[src/phvc_pkg.sv]
// Package for the position-hold velocity controller.
// Holds shared constants, opcodes, register indexes and the sequencer state type.
// No dependencies.
`timescale 1ns / 1ps

package phvc_pkg;

    // Default coordinate width for stored positions and targets.
    localparam int COORD_WIDTH_DEF = 32;

    // Stream payload widths (fields packed from bit 0, padded to bytes).
    localparam int IN_TDATA_W  = 112;
    localparam int IN_TUSER_W  = 3;
    localparam int OUT_TDATA_W = 104;
    localparam int OUT_STAB_BIT = 96;

    // Configuration port.
    localparam int CFG_AW = 2;
    localparam int CFG_DW = 48;

    // Reset values of the configuration registers.
    localparam logic [31:0] VEL_LIMIT_RST    = 32'd32768;
    localparam logic [47:0] MATRIX_ROW_X_RST = 48'h0000_0000_4000;
    localparam logic [47:0] MATRIX_ROW_Y_RST = 48'h0000_4000_0000;
    localparam logic [47:0] MATRIX_ROW_Z_RST = 48'h4000_0000_0000;

    // Shared arithmetic widths.
    localparam int DIV_W     = 64;
    localparam int DIVISOR_W = 32;
    localparam int ROOT_W    = 32;
    localparam int MAT_EW    = 16;
    localparam int MUL_AW    = 17;
    localparam int CR_W      = 31;

    // Control values of the pilot switch.
    localparam logic [7:0] CTRL_PASSIVE = 8'd0;
    localparam logic [7:0] CTRL_STAB_A  = 8'd1;
    localparam logic [7:0] CTRL_STAB_B  = 8'd2;
    localparam logic [7:0] CTRL_NONE    = 8'd255;

    typedef enum logic [2:0] {
        OP_POSE      = 3'd0,
        OP_CONTROL   = 3'd1,
        OP_SET_SHIFT = 3'd2,
        OP_ADD_SHIFT = 3'd3,
        OP_LINK      = 3'd4
    } op_t;

    typedef enum logic [CFG_AW-1:0] {
        REG_VEL_LIMIT = 2'd0,
        REG_ROW_X     = 2'd1,
        REG_ROW_Y     = 2'd2,
        REG_ROW_Z     = 2'd3
    } cfg_reg_t;

    typedef enum logic [15:0] {
        ST_IDLE        = 16'h0001,
        ST_DIV_GO      = 16'h0002,
        ST_DIV_WAIT    = 16'h0004,
        ST_NORM        = 16'h0008,
        ST_SQ_MUL      = 16'h0010,
        ST_SQ_ACC      = 16'h0020,
        ST_SQRT_GO     = 16'h0040,
        ST_SQRT_WAIT   = 16'h0080,
        ST_LIM_CHK     = 16'h0100,
        ST_LM_MUL      = 16'h0200,
        ST_LM_ACC      = 16'h0400,
        ST_LM_DIV_GO   = 16'h0800,
        ST_LM_DIV_WAIT = 16'h1000,
        ST_MAT_MUL     = 16'h2000,
        ST_MAT_ACC     = 16'h4000,
        ST_FINISH      = 16'h8000
    } state_t;

endpackage

[src/phvc_mul.sv]
// Shared signed multiplier of the controller with a registered product.
// Depends on phvc_pkg for the narrow operand width.
`timescale 1ns / 1ps

module phvc_mul import phvc_pkg::*; #(
    parameter int BW = 33
) (
    input  logic                         aclk,
    input  logic                         en,
    input  logic signed [MUL_AW-1:0]     a,
    input  logic signed [BW-1:0]         b,
    output logic signed [MUL_AW+BW-1:0]  p
);

    logic signed [MUL_AW+BW-1:0] p_reg;

    // One product per issue; the result is ready on the following cycle.
    always_ff @(posedge aclk) begin
        if (en) begin
            p_reg <= a * b;
        end
    end

    assign p = p_reg;

endmodule

[config.mk]
export PLATFORM = sky130hd
export DESIGN_NAME = phvc_mul
export DESIGN_NICKNAME = d
export VERILOG_FILES = /design/src/phvc_pkg.sv /design/src/phvc_mul.sv
export SDC_FILE = /design/constraint.sdc
export NUM_CORES = 2
export LEC_CHECK = 0
export BUFFER_PORTS_ARGS = -buffer_cell sky130_fd_sc_hd__buf_2
export CAP_MARGIN = 5
export CORE_MARGIN = 2
export CORE_UTILIZATION = 55
export CTS_CLUSTER_SIZE = 24
export DETAILED_ROUTE_END_ITERATION = 10
export PLACE_DENSITY_LB_ADDON = 0.12
export SYNTH_ARGS = -nofsm -noshare
export SYNTH_HDL_FRONTEND = slang
export SYNTH_SLANG_ARGS = --single-unit
[constraint.sdc]
create_clock -name aclk -period 10.4 [get_ports aclk]
set_input_delay 2.08 -clock aclk [delete_from_list [all_inputs] [get_ports aclk]]
set_output_delay 2.08 -clock aclk [all_outputs]
set_load 0.05 [all_outputs]
==> results by group <==
Setup path
  • Number of buffers and inverters on the critical path: 4
  • Critical Path RT: 10.48 ns
  • CP arrival: 8.56 ns
  • Worst-path cell chain: buf_2 -> nand2_1 -> fa_1 -> inv_1 -> fa_1 -> fa_1 -> fa_1 -> fa_1 -> inv_1 -> fa_1 -> inv_1 -> ha_1 -> nand2_1 -> o21ai_0 -> a31oi_1 -> o21ai_0 -> a32o_1 -> a21oi_2 -> a211oi_2 -> mux2i_1 -> nand3_1
  • CP Launch Type: input port
  • Critical Path Sink: p[46]
  • Max FO, Critical Path: 33
  • Highest cell delay on the worst timing path: 0.65 ns
  • Setup Crit Path Kind: input port to register
  • First element of the critical path: a[8]
  • CP most frequent cell: fa_1
  • Largest delay contributor family on the critical path: adder cells
  • Stages on the worst setup path: 21
  • Worst path slowest cell: buf_2
  • Crit. End Element: register

Timing
  • Worst-Margin Slew: 0.870 ns
  • Crit share post-route: 0.815
  • RSZ-0062 raised after global routing: no
  • Final hold violation count: 0
  • Max_slew headroom: 0.420
  • Slew Viols, Final: 0
  • Fmax achieved: 0.118 GHz
  • Setup TNS: 0 ns
  • Final setup fails: 0
  • Fin crit period: 8.47 ns

Clock tree
  • CTS Sinks: 50
  • Clock Path Buffers: 2
  • CTS tree: yes
  • # hold bufs at CTS: 0
  • Root Driver: clkbuf_16
  • Post-CTS setup buffer count: 0
  • Clock H-tree levels: 2
  • Clk pin slew, worst setup/hold paths: 0.07 ns
  • Inserted Clock Buffers: 5
  • Post-CTS Resized: 0

Synth
  • Post-synth ARST share: 0
  • Cell area after synthesis: 20600 sq um
  • Post-synth EDFFs: 50
  • YS warnings: 0
  • Count of mapped cells out of synthesis: 2154
  • Post-synth top flop: edfxtp_1
  • Top cell type's share of synthesized area: 0.521
  • Cell variety after synth: 59
  • Post-synthesis net count: 2859
  • Synth top area cells: fa_1 (52%), inv_1 (9.3%), edfxtp_1 (7.3%)
  • Flop and latch count out of synthesis: 50
  • Most area-hungry cell type in the Yosys netlist: fa_1
  • Register area share after synthesis: 0.0729
  • Synthesized area per cell: 9.56 sq um

Floorplanning
  • Chip width: 197 um
  • Rows: 70
  • IO Pins: 102
  • Die area: 39000 sq um
  • Die Y: 197 um
  • Initial Utilization: 0.561
  • Core area: 36700 sq um

Routing
  • Final wirelength: 51700 um
  • M1 wire length: 20800 um
  • Top Metal Used: met5
  • # DRC: 0
  • Wire length on met3: 2820 um
  • Via count: 14500
  • Wire length per cell: 19.5 um
  • Initial DRC Count: 739
  • Met2 wire len: 26600 um
  • Number of vias per cell: 5.48
  • Drt first pass iters: 5
  • Antenna-violating nets left: 0

Layout
  • Fraction of layout cells with a size suffix above 1: 0.0628
  • Antenna fix cells: 0
  • Synth-to-Final Area Change: 4.58%
  • Max FFs per register: 50
  • Final #Nets: 2885
  • Fill count: 3216

Place
  • Port Buf Inserts: 101
  • Final GP Congestion: 0.845
  • Hpwl dp: 40900 um

GRT
  • Total gr overflow: 0
  • GRT Total Usage: 0.290
  • Largest net degree at the start of global routing: 46
  • Initial antenna violation count: 2
  • First-pass GRT wire length: 86100 um
  • Number of global-route vias before repair: 16500

Status
  • Run status: complete, no violations

Hold path
  • Worst hold path type: input port to register

Run
  • MaxCap Viol Count: 0
[kinds of logic (layout without fill, tap and decap cells)]
group           Yosys count  count (layout)  share of synthesized area
flops                    50              50                     0.0729
mux                       2               2                   0.000973
compound gates          135             135                     0.0460
buf+inv                 598             625                      0.109
xor+xnor                 50              50                     0.0213
fa+ha+maj               653             653                      0.592
simple gates            666             666                      0.157
[per-stage QoR]
step / util / area [sq um] / instances / worst slack (ns) / hold WS [ns]
3_5_place_dp: 0.583 / 21400 / 2641 / 1.66 / 2.39
3_3_place_gp: 0.583 / 21400 / 2641 / 1.77 / 2.40
2_1_floorplan: - / 20600 / 2154 / 2.72 / 2.19
4_1_cts: 0.587 / 21500 / 2649 / 2.00 / 2.03
5_1_grt: 0.587 / 21500 / 2649 / 1.50 / 2.06
6_report: 0.587 / 21500 / 2649 / 1.93 / 2.05
[placed cells by master, fill, tap and decap left out, types with 5 or more instances in the layout]
cell,instances
a21oi_1,43
nor3_1,11
nand3_1,9
nor2_1,48
a21oi_2,8
edfxtp_1,50
o21bai_1,9
ha_1,117
fa_1,536
and2_1,232
clkbuf_16,5
inv_1,511
o21a_1,5
xor2_1,10
nor2b_1,7
a21o_1,15
o21ai_0,18
buf_2,101
and3_1,5
xnor2_1,40
nand2_1,323
nand2b_1,14
a211oi_1,5
[cells in the mapped netlist, types with 2 or more instances]
master	number
fa_1	536
inv_1	511
nand2_1	323
and2_1	232
ha_1	117
clkbuf_1	85
edfxtp_1	50
nor2_1	48
a21oi_1	43
xnor2_1	40
o21ai_0	18
a21o_1	15
nand2b_1	14
nor3_1	11
xor2_1	10
nand3_1	9
o21bai_1	9
a21oi_2	8
nor2b_1	7
a211oi_1	5
and3_1	5
o21a_1	5
nand4_1	4
a21o_2	3
a31o_2	3
a31oi_1	3
a21boi_0	2
a221o_1	2
a31o_4	2
mux2i_1	2
nand3b_1	2
nor4_1	2
o21ai_1	2
[final cells by class]
type | instances | area (sq um) | area share
Tap cell | 468 | 586 | 0.0272
Sequential cell | 50 | 1500 | 0.0698
Timing Repair Buffer | 105 | 536 | 0.0249
Clock buffer | 5 | 125 | 0.00581
Clock inverter | 3 | 20.0 | 0.000930
Multi-Input combinational cell | 1506 | 16800 | 0.782
Inverter | 512 | 1920 | 0.0893
[how the worst min path moves through the flow]
stage,endpoint,startpoint,cells past startpoint
floorplan,p[0],en,0
global placement,p[44],en,1
detailed placement,p[47],en,1
CTS,p[46],en,1
global route,p[44],en,1
finish,p[44],en,1
[per-layer routing]
metal,vias up,global-route usage
met4,2,0.0841
li1,6336,-
met2,436,0.518
met5,-,0
met1,7638,0.371
met3,97,0.0374
Power is not shown: default switching activity piles up to over one toggle a cycle in this logic, so the estimate is an artifact.
