File: config.mk
export PLATFORM = sky130hd
export DESIGN_NAME = phvc_sqrt
export DESIGN_NICKNAME = d
export VERILOG_FILES = /design/src/phvc_pkg.sv /design/src/phvc_sqrt.sv
export SDC_FILE = /design/constraint.sdc
export NUM_CORES = 1
export LEC_CHECK = 0
export BUFFER_PORTS_ARGS = -buffer_cell sky130_fd_sc_hd__buf_2
export CELL_PAD_IN_SITES_DETAIL_PLACEMENT = 0
export CELL_PAD_IN_SITES_GLOBAL_PLACEMENT = 1
export CORE_MARGIN = 3
export CORE_UTILIZATION = 47
export CTS_CLUSTER_DIAMETER = 120
export DETAILED_ROUTE_END_ITERATION = 16
export GPL_ROUTABILITY_DRIVEN = 1
export PLACE_DENSITY = 0.86
export SKIP_LAST_GASP = 1
export SLEW_MARGIN = 20
export SYNTH_ARGS = -nofsm -noshare
export SYNTH_HDL_FRONTEND = slang
export SYNTH_SLANG_ARGS = --single-unit
File: constraint.sdc
create_clock -name aclk -period 8.34 [get_ports aclk]
set_input_delay 0.417 -clock aclk [delete_from_list [all_inputs] [get_ports aclk]]
set_output_delay 0.417 -clock aclk [all_outputs]
set_load 0.02 [all_outputs]
File: src/phvc_pkg.sv
// Package for the position-hold velocity controller.
// Holds shared constants, opcodes, register indexes and the sequencer state type.
// No dependencies.
`timescale 1ns / 1ps

package phvc_pkg;

    // Default coordinate width for stored positions and targets.
    localparam int COORD_WIDTH_DEF = 32;

    // Stream payload widths (fields packed from bit 0, padded to bytes).
    localparam int IN_TDATA_W  = 112;
    localparam int IN_TUSER_W  = 3;
    localparam int OUT_TDATA_W = 104;
    localparam int OUT_STAB_BIT = 96;

    // Configuration port.
    localparam int CFG_AW = 2;
    localparam int CFG_DW = 48;

    // Reset values of the configuration registers.
    localparam logic [31:0] VEL_LIMIT_RST    = 32'd32768;
    localparam logic [47:0] MATRIX_ROW_X_RST = 48'h0000_0000_4000;
    localparam logic [47:0] MATRIX_ROW_Y_RST = 48'h0000_4000_0000;
    localparam logic [47:0] MATRIX_ROW_Z_RST = 48'h4000_0000_0000;

    // Shared arithmetic widths.
    localparam int DIV_W     = 64;
    localparam int DIVISOR_W = 32;
    localparam int ROOT_W    = 32;
    localparam int MAT_EW    = 16;
    localparam int MUL_AW    = 17;
    localparam int CR_W      = 31;

    // Control values of the pilot switch.
    localparam logic [7:0] CTRL_PASSIVE = 8'd0;
    localparam logic [7:0] CTRL_STAB_A  = 8'd1;
    localparam logic [7:0] CTRL_STAB_B  = 8'd2;
    localparam logic [7:0] CTRL_NONE    = 8'd255;

    typedef enum logic [2:0] {
        OP_POSE      = 3'd0,
        OP_CONTROL   = 3'd1,
        OP_SET_SHIFT = 3'd2,
        OP_ADD_SHIFT = 3'd3,
        OP_LINK      = 3'd4
    } op_t;

    typedef enum logic [CFG_AW-1:0] {
        REG_VEL_LIMIT = 2'd0,
        REG_ROW_X     = 2'd1,
        REG_ROW_Y     = 2'd2,
        REG_ROW_Z     = 2'd3
    } cfg_reg_t;

    typedef enum logic [15:0] {
        ST_IDLE        = 16'h0001,
        ST_DIV_GO      = 16'h0002,
        ST_DIV_WAIT    = 16'h0004,
        ST_NORM        = 16'h0008,
        ST_SQ_MUL      = 16'h0010,
        ST_SQ_ACC      = 16'h0020,
        ST_SQRT_GO     = 16'h0040,
        ST_SQRT_WAIT   = 16'h0080,
        ST_LIM_CHK     = 16'h0100,
        ST_LM_MUL      = 16'h0200,
        ST_LM_ACC      = 16'h0400,
        ST_LM_DIV_GO   = 16'h0800,
        ST_LM_DIV_WAIT = 16'h1000,
        ST_MAT_MUL     = 16'h2000,
        ST_MAT_ACC     = 16'h4000,
        ST_FINISH      = 16'h8000
    } state_t;

endpackage

File: src/phvc_sqrt.sv
// Integer square root of a 64-bit value, one result bit per cycle.
// Depends on phvc_pkg for the operand and root widths.
`timescale 1ns / 1ps

module phvc_sqrt import phvc_pkg::*; (
    input  logic              aclk,
    input  logic              aresetn,
    input  logic              start,
    input  logic [DIV_W-1:0]  radicand,
    output logic              done,
    output logic [ROOT_W-1:0] root
);

    localparam int CNT_W = $clog2(ROOT_W);

    logic              busy_reg;
    logic              done_reg;
    logic [CNT_W-1:0]  cnt_reg;
    logic [DIV_W-1:0]  n_reg;
    logic [DIV_W-1:0]  res_reg;
    logic [DIV_W-1:0]  bit_reg;
    logic [DIV_W-1:0]  trial;

    assign trial = res_reg + bit_reg;

    always_ff @(posedge aclk) begin
        if (!aresetn) begin
            busy_reg <= 1'b0;
            done_reg <= 1'b0;
            cnt_reg  <= '0;
        end else begin
            done_reg <= 1'b0;
            if (start) begin
                busy_reg <= 1'b1;
                cnt_reg  <= '0;
            end else if (busy_reg) begin
                cnt_reg <= cnt_reg + 1'b1;
                if (cnt_reg == CNT_W'(ROOT_W - 1)) begin
                    busy_reg <= 1'b0;
                    done_reg <= 1'b1;
                end
            end
        end
    end

    // Digit-by-digit root: one trial subtraction per bit pair.
    always_ff @(posedge aclk) begin
        if (start) begin
            n_reg   <= radicand;
            res_reg <= '0;
            bit_reg <= {2'b01, {(DIV_W-2){1'b0}}};
        end else if (busy_reg) begin
            if (n_reg >= trial) begin
                n_reg   <= n_reg - trial;
                res_reg <= (res_reg >> 1) + bit_reg;
            end else begin
                res_reg <= res_reg >> 1;
            end
            bit_reg <= bit_reg >> 2;
        end
    end

    assign done = done_reg;
    assign root = res_reg[ROOT_W-1:0];

endmodule

==> impl_metrics.toml <==
[outcome]
run_status = "finished clean"

[cts]
post_cts_resized = 0
clkSinkCount = 167
postCtsSetupBuffers = 0
clockBufferDepth = 2
clock_tree.htree_level_count = 4
numCtsBuffers = 17
worst_setup_hold_path_clk_slew_ns = 0.07
latest_clock_arrival_within_the_worst_skew_pair_ns = 0.46
cts.hold.buffers_added = 0
ctsRootBufferMaster = "clkbuf_16"
cts_tree = "yes"

[drt]
first_iter_violations = 1150
wl_per_cell_um = 18.77
drcViolationCount = 0
count_of_vias_placed_by_the_detailed_router = 14990
drt.antenna.violating_nets = 0
dr.pass1.iters = 6
total_length_of_routed_wires_um = 46130
vias_per_cell = 6.097

[finish]
antenna_cells = 0
post_layout_nets = 2203
layout.cell_area.non_filler_mm2 = 0.01689
fillers = 3255
areaGrowthSynthToFinish_pct = 6.653
seq_area_mm2 = 0.003988
multiInputGateArea_mm2 = 0.01103
post_route_cells_drive_above_1_share_pct = 9.772

[critical_path]
worst_path_dominant_cell_family = "compound AO/OA/AOI/OAI gates"
worstPathBufferInverterCount = 2
cp_cell_sequence = "ha_1 > ha_1 > a21o_1 > a31oi_1 > o21ai_0 > a21boi_0 > o21ai_0 > a41o_1 > a2bb2oi_1 > nor2_1 > o21ai_0 > xor2_1 > ha_1 > nand4_1 > or3_1 > nor3_2 > o211ai_2 > buf_4 > and2_2 > buf_4 > or3_1 > a311oi_1"
worstPathArrival_ns = 7.34
nature_of_the_critical_path_endpoint = "register"
timing.setup.critical_path_class = "register to register"
cp_data_required_time_ns = 8.71
critPathLaunchType = "register"
path_max_fanout = 55
worst_path_max_delay_cell = "o21ai_0"
cp_slowest_stage_delay_ns = 0.73

[synth]
netlist_instances = 2021
async_flop_share_pct = 0
yosys_warnings = 0
yosysUniqueCellTypes = 86
postSynthNetCount = 2221
yosysSeqAreaShare_pct = 25.16
synth_area_leaders = "dfxtp_1 (13%), edfxtp_1 (12%), ha_1 (10%)"
synth_largest_area_cell = "dfxtp_1"
synth.top_cell.area_share_pct = 13.02
syn_avg_cell_area_um2 = 7.835
synth_ff_type = "dfxtp_1"
post_synth_instance_area_mm2 = 0.01584
ys_seq_elements = 167
synth-edff-count = 64

[global_routing]
grt_pass1_wl_um = 73940
grt_overflow = 0
track_usage_pct = 25.22
grt_pass1_vias = 14180
grt_max_degree = 82
number_of_antenna_violations_at_the_first_check_in_global_routing = 0

[timing]
relSlewSlack_pct = 30.25
worstMarginPinSlew_ns = 1.046
period_minus_slack_ns = 6.969
grt_setup_unrepaired = "false"
tns_ns = 0
final.period_utilization_pct = 83.57
finClkSkew_ns = 0.01345
final_report_max_slew_violation_count = 0
final-hold-violation-count = 0
achievable-frequency_mhz = 143.5
report.final.setup_viol = 0

[floorplan]
boundaryPins = 100
fp.coreArea_mm2 = 0.03287
start_util_pct = 48.18
die-height_um = 189.6
die_width_um = 189.6
die_area_mm2 = 0.03593
core.rowCount = 66

[place]
dp.final_hpwl_um = 35070
port_buffers = 99
place_area_mm2 = 0.01628
place_congestion = 0.9276

[run]
maxCapViolations = 0

[power]
peakVddDrop_v = 0.0001930
power_leakage_nw = 6.529
power-per-cell-area_mw_per_mm2 = 263.5

[min_path]
hold_path_class = "input pin to register"
-- placed cells by master (no fill, tap or decap), types with 8 or more instances in the layout --
master and instances:
nand2_1 253, nor2_1 206, o21ai_0 156, a21oi_1 135
ha_1 132, dfxtp_1 102, buf_2 98, xnor2_1 83
xor2_1 66, edfxtp_1 64, a31oi_1 63, a21o_1 55
mux2i_1 44, o21bai_1 38, nand4_1 37, a311oi_1 36
inv_1 34, nand3_1 30, a211oi_1 26, or3_1 25
a31o_2 21, clkbuf_16 20, nor3_1 19, nor2b_1 18
and3_1 17, and2_1 17, o31ai_1 17, o21a_1 16
a21boi_0 14, and4_1 9, nand2b_1 9, o211ai_1 8
buf_4 8
-- power by group --
part	internal (W)	switching, W
sequential	0.00107	0.000157
clock	0.000475	0.000366
combinational	0.000919	0.00147
-- synth_stat cells, types with 7 or more instances --
library cell / n
dfxtp_1: 103
nand2_1: 254
edfxtp_1: 64
and4_1: 9
a31o_2: 21
o21a_1: 16
clkbuf_1: 92
buf_4: 36
a21oi_1: 135
nand4_1: 37
a211oi_1: 26
mux2i_1: 44
nor2_1: 206
a21o_1: 55
a31oi_1: 63
and2_1: 18
o211ai_1: 8
nand2b_1: 9
a41oi_1: 7
a311oi_1: 36
o32ai_1: 7
o21ai_1: 7
nor2b_1: 18
nand3_1: 30
buf_2: 10
inv_1: 34
o31ai_1: 17
and3_1: 17
o21bai_1: 38
mux2_2: 7
xnor2_1: 83
nor3_1: 19
a21boi_0: 14
o21ai_0: 156
or3_1: 25
xor2_1: 66
ha_1: 132
-- stage by stage --
| stage | total power [W] | hold slack [ns] | setup slack [ns] | utilization [%] | cells |
|---|---|---|---|---|---|
| 6_report | 0.004450 | 0.2238 | 1.371 | 51.39 | 2458 |
| 2_1_floorplan | 0.003025 | 0.4675 | 2.111 | - | 2021 |
| 3_5_place_dp | 0.003571 | 0.4944 | 1.566 | 49.55 | 2426 |
| 3_3_place_gp | 0.003534 | 0.4790 | 1.729 | 49.55 | 2426 |
| 5_1_grt | 0.004770 | 0.2143 | 0.9516 | 51.39 | 2458 |
| 4_1_cts | 0.004422 | 0.1984 | 1.526 | 51.39 | 2458 |
-- cells by family after synthesis --
kind of cell / share of synthesized area (%)
flip-flops: 25.16
buffers and inverters: 5.207
adder cells (fa/ha/maj): 10.56
AO/OA/AOI/OAI: 28.72
XOR/XNOR: 8.241
AND/OR/NAND/NOR: 18.84
multiplexers: 3.279
-- path summary, 6_finish.rpt --
| path | from | endpoint | slack, ns | cells past startpoint |
|---|---|---|---|---|
| setup / recovery | res_reg[0] | res_reg[45] | 1.37 | 22 |
| hold / removal | aresetn | busy_reg | 0.22 | 2 |
| setup reg to reg | res_reg[0] | res_reg[45] | 1.37 | 22 |
| hold reg to reg | cnt_reg[4] | cnt_reg[4] | 0.51 | 2 |
-- final cells by class --
cell class	count	area share, %
clock buffer	24	3.112
clock inverter	8	0.4667
timing repair buffer	108	3.445
sequential	167	23.61
tap	442	3.275
inverter	35	0.7779
multi-input combinational	1674	65.31
-- per-layer routing --
metal	track usage, %	vias to the layer above	part of all wire [%]
met3	4.699	85	5.6
met4	8.502	0	2.7
met1	34.72	7055	47
met2	39.88	425	45
li1	-	7421	-
met5	0	-	0
Note: power is estimated with default switching activity, not from simulation.
