<file path="config.mk">
export PLATFORM = sky130hd
export DESIGN_NAME = phvc_div
export DESIGN_NICKNAME = d
export VERILOG_FILES = /design/src/phvc_pkg.sv /design/src/phvc_div.sv
export SDC_FILE = /design/constraint.sdc
export NUM_CORES = 1
export LEC_CHECK = 0
export BUFFER_PORTS_ARGS = -buffer_cell sky130_fd_sc_hd__buf_2
export CAP_MARGIN = 20
export CORE_ASPECT_RATIO = 0.9
export CORE_MARGIN = 10
export CORE_UTILIZATION = 40
export DETAILED_ROUTE_END_ITERATION = 10
export PLACE_DENSITY = 0.75
export SLEW_MARGIN = 40
export SYNTH_ARGS = -nofsm -noshare
export SYNTH_HDL_FRONTEND = slang
export SYNTH_SLANG_ARGS = --single-unit
</file>
<file path="constraint.sdc">
create_clock -name aclk -period 2.9 [get_ports aclk]
set_clock_uncertainty 0.2 [all_clocks]
set_input_delay 0.145 -clock aclk [delete_from_list [all_inputs] [get_ports aclk]]
set_output_delay 0.145 -clock aclk [all_outputs]
set_load 0.005 [all_outputs]
</file>
<file path="src/phvc_pkg.sv">
// Package for the position-hold velocity controller.
// Holds shared constants, opcodes, register indexes and the sequencer state type.
// No dependencies.
`timescale 1ns / 1ps

package phvc_pkg;

    // Default coordinate width for stored positions and targets.
    localparam int COORD_WIDTH_DEF = 32;

    // Stream payload widths (fields packed from bit 0, padded to bytes).
    localparam int IN_TDATA_W  = 112;
    localparam int IN_TUSER_W  = 3;
    localparam int OUT_TDATA_W = 104;
    localparam int OUT_STAB_BIT = 96;

    // Configuration port.
    localparam int CFG_AW = 2;
    localparam int CFG_DW = 48;

    // Reset values of the configuration registers.
    localparam logic [31:0] VEL_LIMIT_RST    = 32'd32768;
    localparam logic [47:0] MATRIX_ROW_X_RST = 48'h0000_0000_4000;
    localparam logic [47:0] MATRIX_ROW_Y_RST = 48'h0000_4000_0000;
    localparam logic [47:0] MATRIX_ROW_Z_RST = 48'h4000_0000_0000;

    // Shared arithmetic widths.
    localparam int DIV_W     = 64;
    localparam int DIVISOR_W = 32;
    localparam int ROOT_W    = 32;
    localparam int MAT_EW    = 16;
    localparam int MUL_AW    = 17;
    localparam int CR_W      = 31;

    // Control values of the pilot switch.
    localparam logic [7:0] CTRL_PASSIVE = 8'd0;
    localparam logic [7:0] CTRL_STAB_A  = 8'd1;
    localparam logic [7:0] CTRL_STAB_B  = 8'd2;
    localparam logic [7:0] CTRL_NONE    = 8'd255;

    typedef enum logic [2:0] {
        OP_POSE      = 3'd0,
        OP_CONTROL   = 3'd1,
        OP_SET_SHIFT = 3'd2,
        OP_ADD_SHIFT = 3'd3,
        OP_LINK      = 3'd4
    } op_t;

    typedef enum logic [CFG_AW-1:0] {
        REG_VEL_LIMIT = 2'd0,
        REG_ROW_X     = 2'd1,
        REG_ROW_Y     = 2'd2,
        REG_ROW_Z     = 2'd3
    } cfg_reg_t;

    typedef enum logic [15:0] {
        ST_IDLE        = 16'h0001,
        ST_DIV_GO      = 16'h0002,
        ST_DIV_WAIT    = 16'h0004,
        ST_NORM        = 16'h0008,
        ST_SQ_MUL      = 16'h0010,
        ST_SQ_ACC      = 16'h0020,
        ST_SQRT_GO     = 16'h0040,
        ST_SQRT_WAIT   = 16'h0080,
        ST_LIM_CHK     = 16'h0100,
        ST_LM_MUL      = 16'h0200,
        ST_LM_ACC      = 16'h0400,
        ST_LM_DIV_GO   = 16'h0800,
        ST_LM_DIV_WAIT = 16'h1000,
        ST_MAT_MUL     = 16'h2000,
        ST_MAT_ACC     = 16'h4000,
        ST_FINISH      = 16'h8000
    } state_t;

endpackage

</file>
<file path="src/phvc_div.sv">
// Restoring unsigned divider, one quotient bit per cycle.
// Depends on phvc_pkg for the dividend and divisor widths.
`timescale 1ns / 1ps

module phvc_div import phvc_pkg::*; (
    input  logic                 aclk,
    input  logic                 aresetn,
    input  logic                 start,
    input  logic [DIV_W-1:0]     dividend,
    input  logic [DIVISOR_W-1:0] divisor,
    output logic                 done,
    output logic [DIV_W-1:0]     quotient
);

    localparam int CW_CNT = $clog2(DIV_W);

    logic                 busy_reg;
    logic                 done_reg;
    logic [CW_CNT-1:0]    cnt_reg;
    logic [DIV_W-1:0]     dvd_reg;
    logic [DIVISOR_W-1:0] dsr_reg;
    logic [DIVISOR_W-1:0] rem_reg;
    logic [DIVISOR_W:0]   rem_sh;
    logic                 q_bit;

    // Shift in the next dividend bit and try a subtraction.
    assign rem_sh = {rem_reg, dvd_reg[DIV_W-1]};
    assign q_bit  = (rem_sh >= {1'b0, dsr_reg});

    always_ff @(posedge aclk) begin
        if (!aresetn) begin
            busy_reg <= 1'b0;
            done_reg <= 1'b0;
            cnt_reg  <= '0;
        end else begin
            done_reg <= 1'b0;
            if (start) begin
                busy_reg <= 1'b1;
                cnt_reg  <= '0;
            end else if (busy_reg) begin
                cnt_reg <= cnt_reg + 1'b1;
                if (cnt_reg == CW_CNT'(DIV_W - 1)) begin
                    busy_reg <= 1'b0;
                    done_reg <= 1'b1;
                end
            end
        end
    end

    // Datapath: the quotient bits replace the dividend bits as they leave.
    always_ff @(posedge aclk) begin
        if (start) begin
            dvd_reg <= dividend;
            dsr_reg <= divisor;
            rem_reg <= '0;
        end else if (busy_reg) begin
            if (q_bit) begin
                rem_reg <= DIVISOR_W'(rem_sh - {1'b0, dsr_reg});
            end else begin
                rem_reg <= rem_sh[DIVISOR_W-1:0];
            end
            dvd_reg <= {dvd_reg[DIV_W-2:0], q_bit};
        end
    end

    assign done     = done_reg;
    assign quotient = dvd_reg;

endmodule

</file>
==> results.cfg, run 1 <==
[detailed_routing]
ant_nets = 0
wl_per_cell_um = 17.4
vias_per_cell = 5.16
dr_total_vias = 6397
drt_iter0_drc = 523
routed_wl_um = 21600
route.detailed.drc = 0
dr.pass1.iters = 5

[yosys]
synth_edf_count = 96
ys_seq_area_share_pct = 49.3
synth-xor-area-share_pct = 3.17
avgSynthCellArea_um2 = 11.1
ys_seq_elements = 136
synth_simple_gate_area_share_pct = 12.6
syn_inst = 671
synth_top_area_cell = edfxtp_1
synth.area.mux_share_pct = 9.91
synth_top_cell_area_share_pct = 38.6
synth_area_um2 = 7470
synth_area_leaders = edfxtp_1 39%, dfxtp_1 11%, mux2_2 9.6%, ha_1 5.5%, a311oi_2 4.4%
syn_nets = 804
yosys.area_share.adder_pct = 5.79
async_flop_share_pct = 0
ys_types = 58
synth_ff_type = edfxtp_1
synth_top_family_by_area = compound AO/OA/AOI/OAI gates
synth-compound-area-share_pct = 14.9
ys_warn_count = 0

[setup_path]
crit_end = rem_reg[14]$_SDFFE_PP0P_
startpoint_type = register
reg2reg_slack_ps = -9
cp.required_ps = 3040
rr_startpoint = dsr_reg[1]$_DFFE_PP_
cp-end-kind = register
cp.arrival_ps = 3050
timing.rr.end = rem_reg[14]$_SDFFE_PP0P_
cp_max_fo = 4
rr_worst_depth = 10
crit_path_start = dsr_reg[1]$_DFFE_PP_
critPathKind = register to register

[clocking]
numCtsBuffers = 17
cts_tree = yes
worstSkewPairLatency_ps = 430
clk_path_buf_depth = 2
root_buffer = clkbuf_16
path_clk_slew_ps = 60
clock_sinks = 136
cts-htree-levels = 4

[global_routing]
antenna_found_initial = 2
grt_overflow_total = 0
grt_pass1_wl_um = 33600
grt_usage_pct = 17.0
grt_pass1_vias = 6538
grt_max_degree = 78

[final_layout]
nets = 1112
stdcell_area_um2 = 10900
largest_register_ffs = 64
layout_commonest_cell = buf_2
drive_gt1_share_pct = 41.0
utilization_pct = 59.2
synthToLayoutAreaGrowth_pct = 45.4
final_cell_mix = 162 x buf_2, 98 x dlygate4sd3_1, 96 x edfxtp_1

[run_status]
violations = negative setup slack
status = complete, but fails checks

[timing]
fin_setup_tns_ps = -14.3
worst_slack_ps = -9.41
finalCritPeriodShare_pct = 100
maxSlewViolCount = 0
rsz0062_at_grt = true
finalHoldViolations = 0
slew_headroom_pct = 57.3
timing.fmax_ghz = 0.344
period_needed_ps = 2910
worst_pin_slew_ps = 640
setup_viol = 2

[die]
coreArea_um2 = 18300
row_count = 47
num_io_pins = 164
dieArea_um2 = 24600
die_h_um = 150
die-width_um = 164
initial_core_util_pct = 40.7

[place]
detailed_place.area_um2 = 8900
io_buffers = 163
pre_cts_ws_ps = -198
gp_congestion = 0.871
dp_hpwl_um = 14200

[power_and_ir_drop]
leakagePower_nw = 4.48
power_density_nw_per_um2 = 535
ir_worst_vdd_mv = 0.419

[job]
max_cap_violations = 0

[min_path]
hold_class = input port to register
## per-stage QoR
step | power (mW) | hold slack [ps] | cells
final | 5.81 | 216 | 1239
after global routing | 6.06 | 218 | 1239
after CTS | 5.77 | 205 | 1232
after detailed placement | 3.45 | 123 | 1095
after global placement | 3.43 | 122 | 1095
after floorplan | 3.04 | 43.9 | 671
## cell type report
| type | count | area, µm² |
|---|---|---|
| Antenna cell | 2 | 5.00 |
| Clock buffer | 17 | 425 |
| Clock inverter | 15 | 155 |
| Fill cell | 1458 | 7480 |
| Inverter | 41 | 154 |
| Multi-Input combinational cell | 461 | 3760 |
| Sequential cell | 136 | 3680 |
| Tap cell | 245 | 307 |
| Timing Repair Buffer | 322 | 2380 |
## how the worst min path moves through the flow
stage | cells past startpoint | slack [ps] | start | endpoint
finish | 2 | 220 | divisor[10] | dsr_reg[10]$_DFFE_PP_
global route | 2 | 220 | divisor[8] | dsr_reg[8]$_DFFE_PP_
CTS | 2 | 200 | divisor[8] | dsr_reg[8]$_DFFE_PP_
detailed placement | 1 | 120 | divisor[13] | dsr_reg[13]$_DFFE_PP_
global placement | 1 | 120 | divisor[11] | dsr_reg[11]$_DFFE_PP_
floorplan | 0 | 40 | divisor[0] | dsr_reg[0]$_DFFE_PP_
## cells by family after synthesis
family,Yosys count
buffers and inverters,75
AO/OA/AOI/OAI,137
XOR/XNOR,27
multiplexers,66
flip-flops,136
adder cells (fa/ha/maj),34
AND/OR/NAND/NOR,196
## per-layer routing
layer  part of all wire, %  wire (µm)  vias up  GRT usage (%)
met4                   2.6        567        0           6.16
met1                    41       8780     3059           20.2
met5                     0          0        -              0
li1                      -          -     3098              -
met3                   6.2       1340       40           5.74
met2                    50      10900      200           28.3
## worst max-delay path, cell delays in order, from the launching register on
cell	delay, ps
edfxtp_1	380
inv_1	60
ha_1	290
buf_4	110
nand4_1	110
nor4_1	300
a21oi_1	120
o221ai_2	310
a31oi_2	150
or3_2	540
a311oi_2	250
## synth_stat cells, drive strengths merged, types with 6 or more instances
master	instances
a211oi	6
a21o	15
a21oi	42
a311oi	23
buf	9
clkbuf	25
dfxtp	40
edfxtp	96
ha	33
inv	41
mux2	64
nand2	65
nand2b	16
nand3	8
nand4	10
nor2	52
nor2b	8
nor3	8
nor3b	9
o21ai	23
or3	6
xnor2	18
xor2	9
## power breakdown
part | total (mW) | leakage (nW) | switching, mW | internal (mW)
registers | 2.37 | 1.28 | 0.0976 | 2.28
clock network | 2.17 | 0.281 | 0.950 | 1.22
logic | 1.27 | 2.91 | 0.615 | 0.653
total | 5.81 | 4.48 | 1.66 | 4.14
## repair_timing
item,4_1_cts,5_1_grt
hold buffers,98,0
setup endpoints to repair,29,33
buffers inserted,7,3
hold endpoints to repair,132,0
pin swaps,16,17
gates cloned,0,2
gates resized for setup,24,38
(Power assumes the default switching activity.)
==> inputs of run 2 (changes only) <==
--- a/config.mk
+++ b/config.mk
@@ -10,6 +10,7 @@
 export CORE_ASPECT_RATIO = 0.9
 export CORE_MARGIN = 10
 export CORE_UTILIZATION = 40
+export CTS_BUF_LIST = sky130_fd_sc_hd__clkbuf_8
 export DETAILED_ROUTE_END_ITERATION = 10
 export PLACE_DENSITY = 0.75
 export SLEW_MARGIN = 40
==> run 2 against run 1 <==
  * The flow now finishes without violations
  * Design area is 0.47% higher
  * Sequential share of layout area is 0.16 points lower
  * Setup slack better by 13 ps
  * Largest power group unchanged
  * Hold slack worse by 27 ps
  * First-iteration DRC count is 0.96% higher
==> results.cfg, run 2 (same netlist as run 1, synthesis figures left out) <==
[run_status]
status = completed

[setup_path]
crit_chain = inv_1 -> ha_1 -> and2_4 -> nand3_2 -> nor4_4 -> a21oi_2 -> o221ai_4 -> a31oi_4 -> buf_12 -> buf_6 -> a311o_2 -> a311oi_2
critPathKind = register to register
crit_path_start = dsr_reg[23]$_DFFE_PP_
startpoint_type = register
path_buf_inv = 3
cp.arrival_ps = 3070
rr_startpoint = dsr_reg[23]$_DFFE_PP_
cp-end-kind = register
critical_path.max_stage_delay_ps = 370
cp_max_fo = 5
cpMaxStageDelayCell = a311o_2
crit_family = compound AO/OA/AOI/OAI gates
cp.required_ps = 3070

[timing]
period_needed_ps = 2900
fin_setup_tns_ps = 0
finalCritPeriodShare_pct = 99.9
finalHoldViolations = 0
setup_viol = 0
worst_pin_slew_ps = 629
worst_slack_ps = 4.01
rsz0062_at_grt = true
slew_headroom_pct = 58.0
hold-worst-slack_ps = 189
timing.fmax_ghz = 0.345
maxSlewViolCount = 0

[final_layout]
nets = 1116
synthToLayoutAreaGrowth_pct = 46.1
largest_register_ffs = 64
layout_commonest_cell = buf_2
final_cell_mix = 162 x buf_2, 98 x dlygate4sd3_1, 96 x edfxtp_1
finalNonFillerCells = 1243
stdcell_area_um2 = 10900
drive_gt1_share_pct = 43.4

[power_and_ir_drop]
ir_worst_vdd_mv = 0.333
leakagePower_nw = 4.46
power_density_nw_per_um2 = 484

[clocking]
root_buffer = clkbuf_8
numCtsBuffers = 17
cts-htree-levels = 4
clock_sinks = 136
clk_path_buf_depth = 2
path_clk_slew_ps = 90
cts_tree = yes
worstSkewPairLatency_ps = 460

[global_routing]
grt_pass1_wl_um = 33500
antenna_found_initial = 1
grt_pass1_vias = 6496
grt_max_degree = 78
grt_usage_pct = 16.9
grt_overflow_total = 0

[place]
dp_hpwl_um = 14200
io_buffers = 163
pre_cts_ws_ps = -198
dp_cells = 1095
gp_congestion = 0.871
detailed_place.area_um2 = 8900

[die]
die_h_um = 150
initial_core_util_pct = 40.7
row_count = 47
dieArea_um2 = 24600
die-width_um = 164
num_io_pins = 164
coreArea_um2 = 18300

[min_path]
min-delay-start = divisor[13]
hold_class = input port to register

[detailed_routing]
ant_nets = 0
vias_per_cell = 5.14
wl_per_cell_um = 17.4
route.detailed.drc = 0
dr_total_vias = 6394
drt_iter0_drc = 528
routed_wl_um = 21700
dr.pass1.iters = 5

[job]
max_cap_violations = 0
==> run 2: changes by cell type in the layout (fill, tap and decap cells not counted), moves of 5 or more <==
| cell | delta |
|---|---|
| nand2_1 | -9 |
| ha_4 | +6 |
| nand2_2 | +9 |
| clkbuf_16 | -17 |
| ha_1 | -5 |
| clkbuf_8 | +17 |
==> run 2: final timing paths <==
kind | to | slack (ps) | cells past startpoint
max | rem_reg[19]$_SDFFE_PP0P_ | 4 | 12
max reg2reg | rem_reg[19]$_SDFFE_PP0P_ | 4 | 12
min reg2reg | cnt_reg[5]$_SDFFE_PP0P_ | 300 | 2
min | dsr_reg[13]$_DFFE_PP_ | 190 | 2
==> run 2: routing by layer <==
metal	vias up	wire length, µm	global-route usage (%)
li1	3090	-	-
met1	3076	9040	20.5
met2	194	10900	27.9
met3	34	1200	4.86
met4	0	490	6.61
met5	-	0	0
==> run 2: timing repair <==
action	in CTS	in global routing
hold endpoints to repair	132	0
buffers inserted	7	7
cloned	0	2
pin swaps	16	35
gates resized for setup	24	72
hold buffers	98	0
endpoints found under the setup margin	29	33
==> run 2: area by class of cell <==
cell class / instances / area, µm²
Sequential cell: 136 / 3680
Multi-Input combinational cell: 461 / 3950
Inverter: 41 / 154
Timing Repair Buffer: 326 / 2430
Clock buffer: 17 / 234
Tap cell: 245 / 307
Fill cell: 1447 / 7430
Clock inverter: 15 / 155
Antenna cell: 2 / 5.00
==> run 2: where the power goes <==
part / switching [mW] / internal, mW
combinational: 0.640 / 0.677
sequential: 0.101 / 2.27
clock: 0.878 / 0.714
total: 1.62 / 3.66
==> run 2: metrics by stage <==
step           total power, mW  utilization (%)
2_1_floorplan             3.04                -
3_3_place_gp              3.43             48.5
3_5_place_dp              3.45             48.5
4_1_cts                   5.20             56.9
5_1_grt                   5.54             59.5
6_report                  5.28             59.5
==> inputs of run 3 (changes only) <==
--- a/config.mk
+++ b/config.mk
@@ -7,7 +7,6 @@
 export LEC_CHECK = 0
 export BUFFER_PORTS_ARGS = -buffer_cell sky130_fd_sc_hd__buf_2
 export CAP_MARGIN = 20
-export CORE_ASPECT_RATIO = 0.9
 export CORE_MARGIN = 10
 export CORE_UTILIZATION = 40
 export CTS_BUF_LIST = sky130_fd_sc_hd__clkbuf_8
==> run 3 against run 2 <==
  * Cell count shrank 0.40%
  * Sequential cell count is the same
  * Register-to-register slack lost 30 ps
  * Sequential share of layout area grew 0.070 points
  * Highest routed layer unchanged
  * The flow now finishes with violations (negative hold slack, negative setup slack)
  * Combinational power is essentially flat
  * Largest power group unchanged
  * First-iteration DRC count shrank 50%
  * Count of clock-buffer cells in the layout is the same
  * Design area shrank 0.17%
  * Via count grew 0.70%
==> results.cfg, run 3 (same netlist as run 1, synthesis figures left out) <==
[timing]
hold-worst-slack_ps = -15.6
fin_setup_tns_ps = -25.3
rsz0062_at_grt = true
finalHoldViolations = 6
slew_headroom_pct = 53.1
maxSlewViolCount = 0
period_needed_ps = 2920
worst_slack_ps = -24.0
worst_pin_slew_ps = 704
timing.fmax_ghz = 0.342
finalCritPeriodShare_pct = 101
setup_viol = 2

[final_layout]
fillCellCount = 1433
final_cell_mix = 162 x buf_2, 97 x dlygate4sd3_1, 96 x edfxtp_1
drive_gt1_share_pct = 44.1
nets = 1127
largest_register_ffs = 64
synthToLayoutAreaGrowth_pct = 45.8
utilization_pct = 60.0
layout_commonest_cell = buf_2

[job]
max_cap_violations = 0

[setup_path]
cp_max_fo = 3
cpMaxStageDelayCell = or3_2
crit_path_frequent_cell = a21oi_2
cp.arrival_ps = 3080
timing.rr.end = rem_reg[14]$_SDFFE_PP0P_
crit_chain = inv_1 -> ha_4 -> nand2b_1 -> a21oi_2 -> o2111ai_4 -> a21oi_2 -> o41a_4 -> a31oi_4 -> buf_12 -> or3_2 -> a311oi_2
cp-end-kind = register
cp.required_ps = 3060
crit_path_start = dsr_reg[1]$_DFFE_PP_
rr_startpoint = dsr_reg[1]$_DFFE_PP_
startpoint_type = register
critPathKind = register to register
reg2reg_slack_ps = -20
critical_path.max_stage_delay_ps = 480
rr_worst_depth = 11

[place]
io_buffers = 163
gp_congestion = 0.878
dp_hpwl_um = 14700

[detailed_routing]
ant_nets = 0
dr.pass1.iters = 4
route.detailed.drc = 0
drt_iter0_drc = 263
vias_per_cell = 5.20
routed_wl_um = 22300
dr_total_vias = 6439
wl_per_cell_um = 18.0

[power_and_ir_drop]
leakagePower_nw = 4.51
ir_worst_vdd_mv = 0.455
power_density_nw_per_um2 = 490

[clocking]
root_buffer = clkbuf_8
numCtsBuffers = 17
cts-htree-levels = 4
path_clk_slew_ps = 90
clk_path_buf_depth = 2
cts_tree = yes
worstSkewPairLatency_ps = 460
clock_sinks = 136

[die]
initial_core_util_pct = 41.2
dieArea_um2 = 24500
coreArea_um2 = 18100
die-width_um = 157
die_h_um = 157
num_io_pins = 164
row_count = 49

[run_status]
violations = negative hold slack, negative setup slack
status = complete, but fails checks

[min_path]
hold_depth = 1
min-delay-start = start
holdPathEnd = dsr_reg[20]$_DFFE_PP_
hold_class = input port to register

[global_routing]
grt_usage_pct = 17.7
grt_max_degree = 75
antenna_found_initial = 2
grt_pass1_wl_um = 35000
grt_pass1_vias = 6758
grt_overflow_total = 0
[run 3: cell count changes in the layout (fill, tap and decap cells not counted), moves of 3 or more]
cell	delta
buf_4	+18
nand2_4	+4
buf_12	-3
nand2_2	-3
ha_4	-6
ha_1	+4
[run 3: worst max-delay path by stage]
stage | end | slack, ps | depth (start not counted)
after floorplan | quotient[0]$_DFFE_PP_ | 30 | 10
after global placement | rem_reg[30]$_SDFFE_PP0P_ | -150 | 12
after CTS | rem_reg[14]$_SDFFE_PP0P_ | 2 | 11
after detailed placement | rem_reg[30]$_SDFFE_PP0P_ | -230 | 12
after global routing | rem_reg[16]$_SDFFE_PP0P_ | -120 | 12
final | rem_reg[14]$_SDFFE_PP0P_ | -20 | 11
[run 3: worst max-delay path, delay by kind of cell (launching register included)]
kind | cells | cell delay [ps]
buffers and inverters | 2 | 230
adders and majority gates | 1 | 270
and+or+nand+nor | 2 | 580
AOI/OAI and AO/OA | 6 | 1160
DFF | 1 | 370
[run 3: area by class of cell]
| type | instances | area [µm²] | area share (%) |
|---|---|---|---|
| tap | 229 | 287 | 2.63 |
| inverter | 41 | 154 | 1.41 |
| sequential | 136 | 3690 | 33.8 |
| timing repair buffer | 338 | 2470 | 22.7 |
| clock inverter | 15 | 175 | 1.61 |
| antenna | 2 | 5.00 | 0.0459 |
| multi-input combinational | 460 | 3890 | 35.7 |
| clock buffer | 17 | 234 | 2.15 |
[run 3: metal layers]
| metal | wire (µm) | share of wire, % | GRT usage, % | vias to the layer above |
|---|---|---|---|---|
| met4 | 274 | 1.2 | 4.63 | 0 |
| li1 | - | - | - | 3121 |
| met2 | 11100 | 50 | 29.7 | 213 |
| met3 | 1940 | 8.7 | 7.98 | 26 |
| met5 | 0 | 0 | 0 | - |
| met1 | 8950 | 40 | 20.2 | 3079 |
[run 3: power by group]
group / leakage (nW) / internal [mW] / total, mW / switching [mW]
Clock: 0.207 / 0.729 / 1.62 / 0.894
Combinational: 3.02 / 0.688 / 1.34 / 0.650
Sequential: 1.29 / 2.27 / 2.38 / 0.107
[run 3: timing repair]
item,in CTS,in global routing
hold buffers,97,0
setup endpoints to repair,29,32
endpoints found under the hold margin,104,0
cloned,0,1
pin swaps,14,39
gates resized for setup,28,61
buffers inserted,6,8
[run 3: metrics by stage]
| stage | cell area (µm²) | instances | power [mW] | setup slack, ps | hold WS, ps |
|---|---|---|---|---|---|
| 4_1_cts | 10600 | 1227 | 5.27 | 2.48 | 4.65 |
| 6_report | 10900 | 1238 | 5.34 | -24.0 | -15.6 |
| 3_5_place_dp | 8940 | 1092 | 3.48 | -230 | 123 |
| 5_1_grt | 10900 | 1238 | 5.59 | -118 | 8.30 |
| 2_1_floorplan | 7490 | 671 | 3.04 | 33.5 | 43.9 |
| 3_3_place_gp | 8940 | 1092 | 3.46 | -150 | 122 |
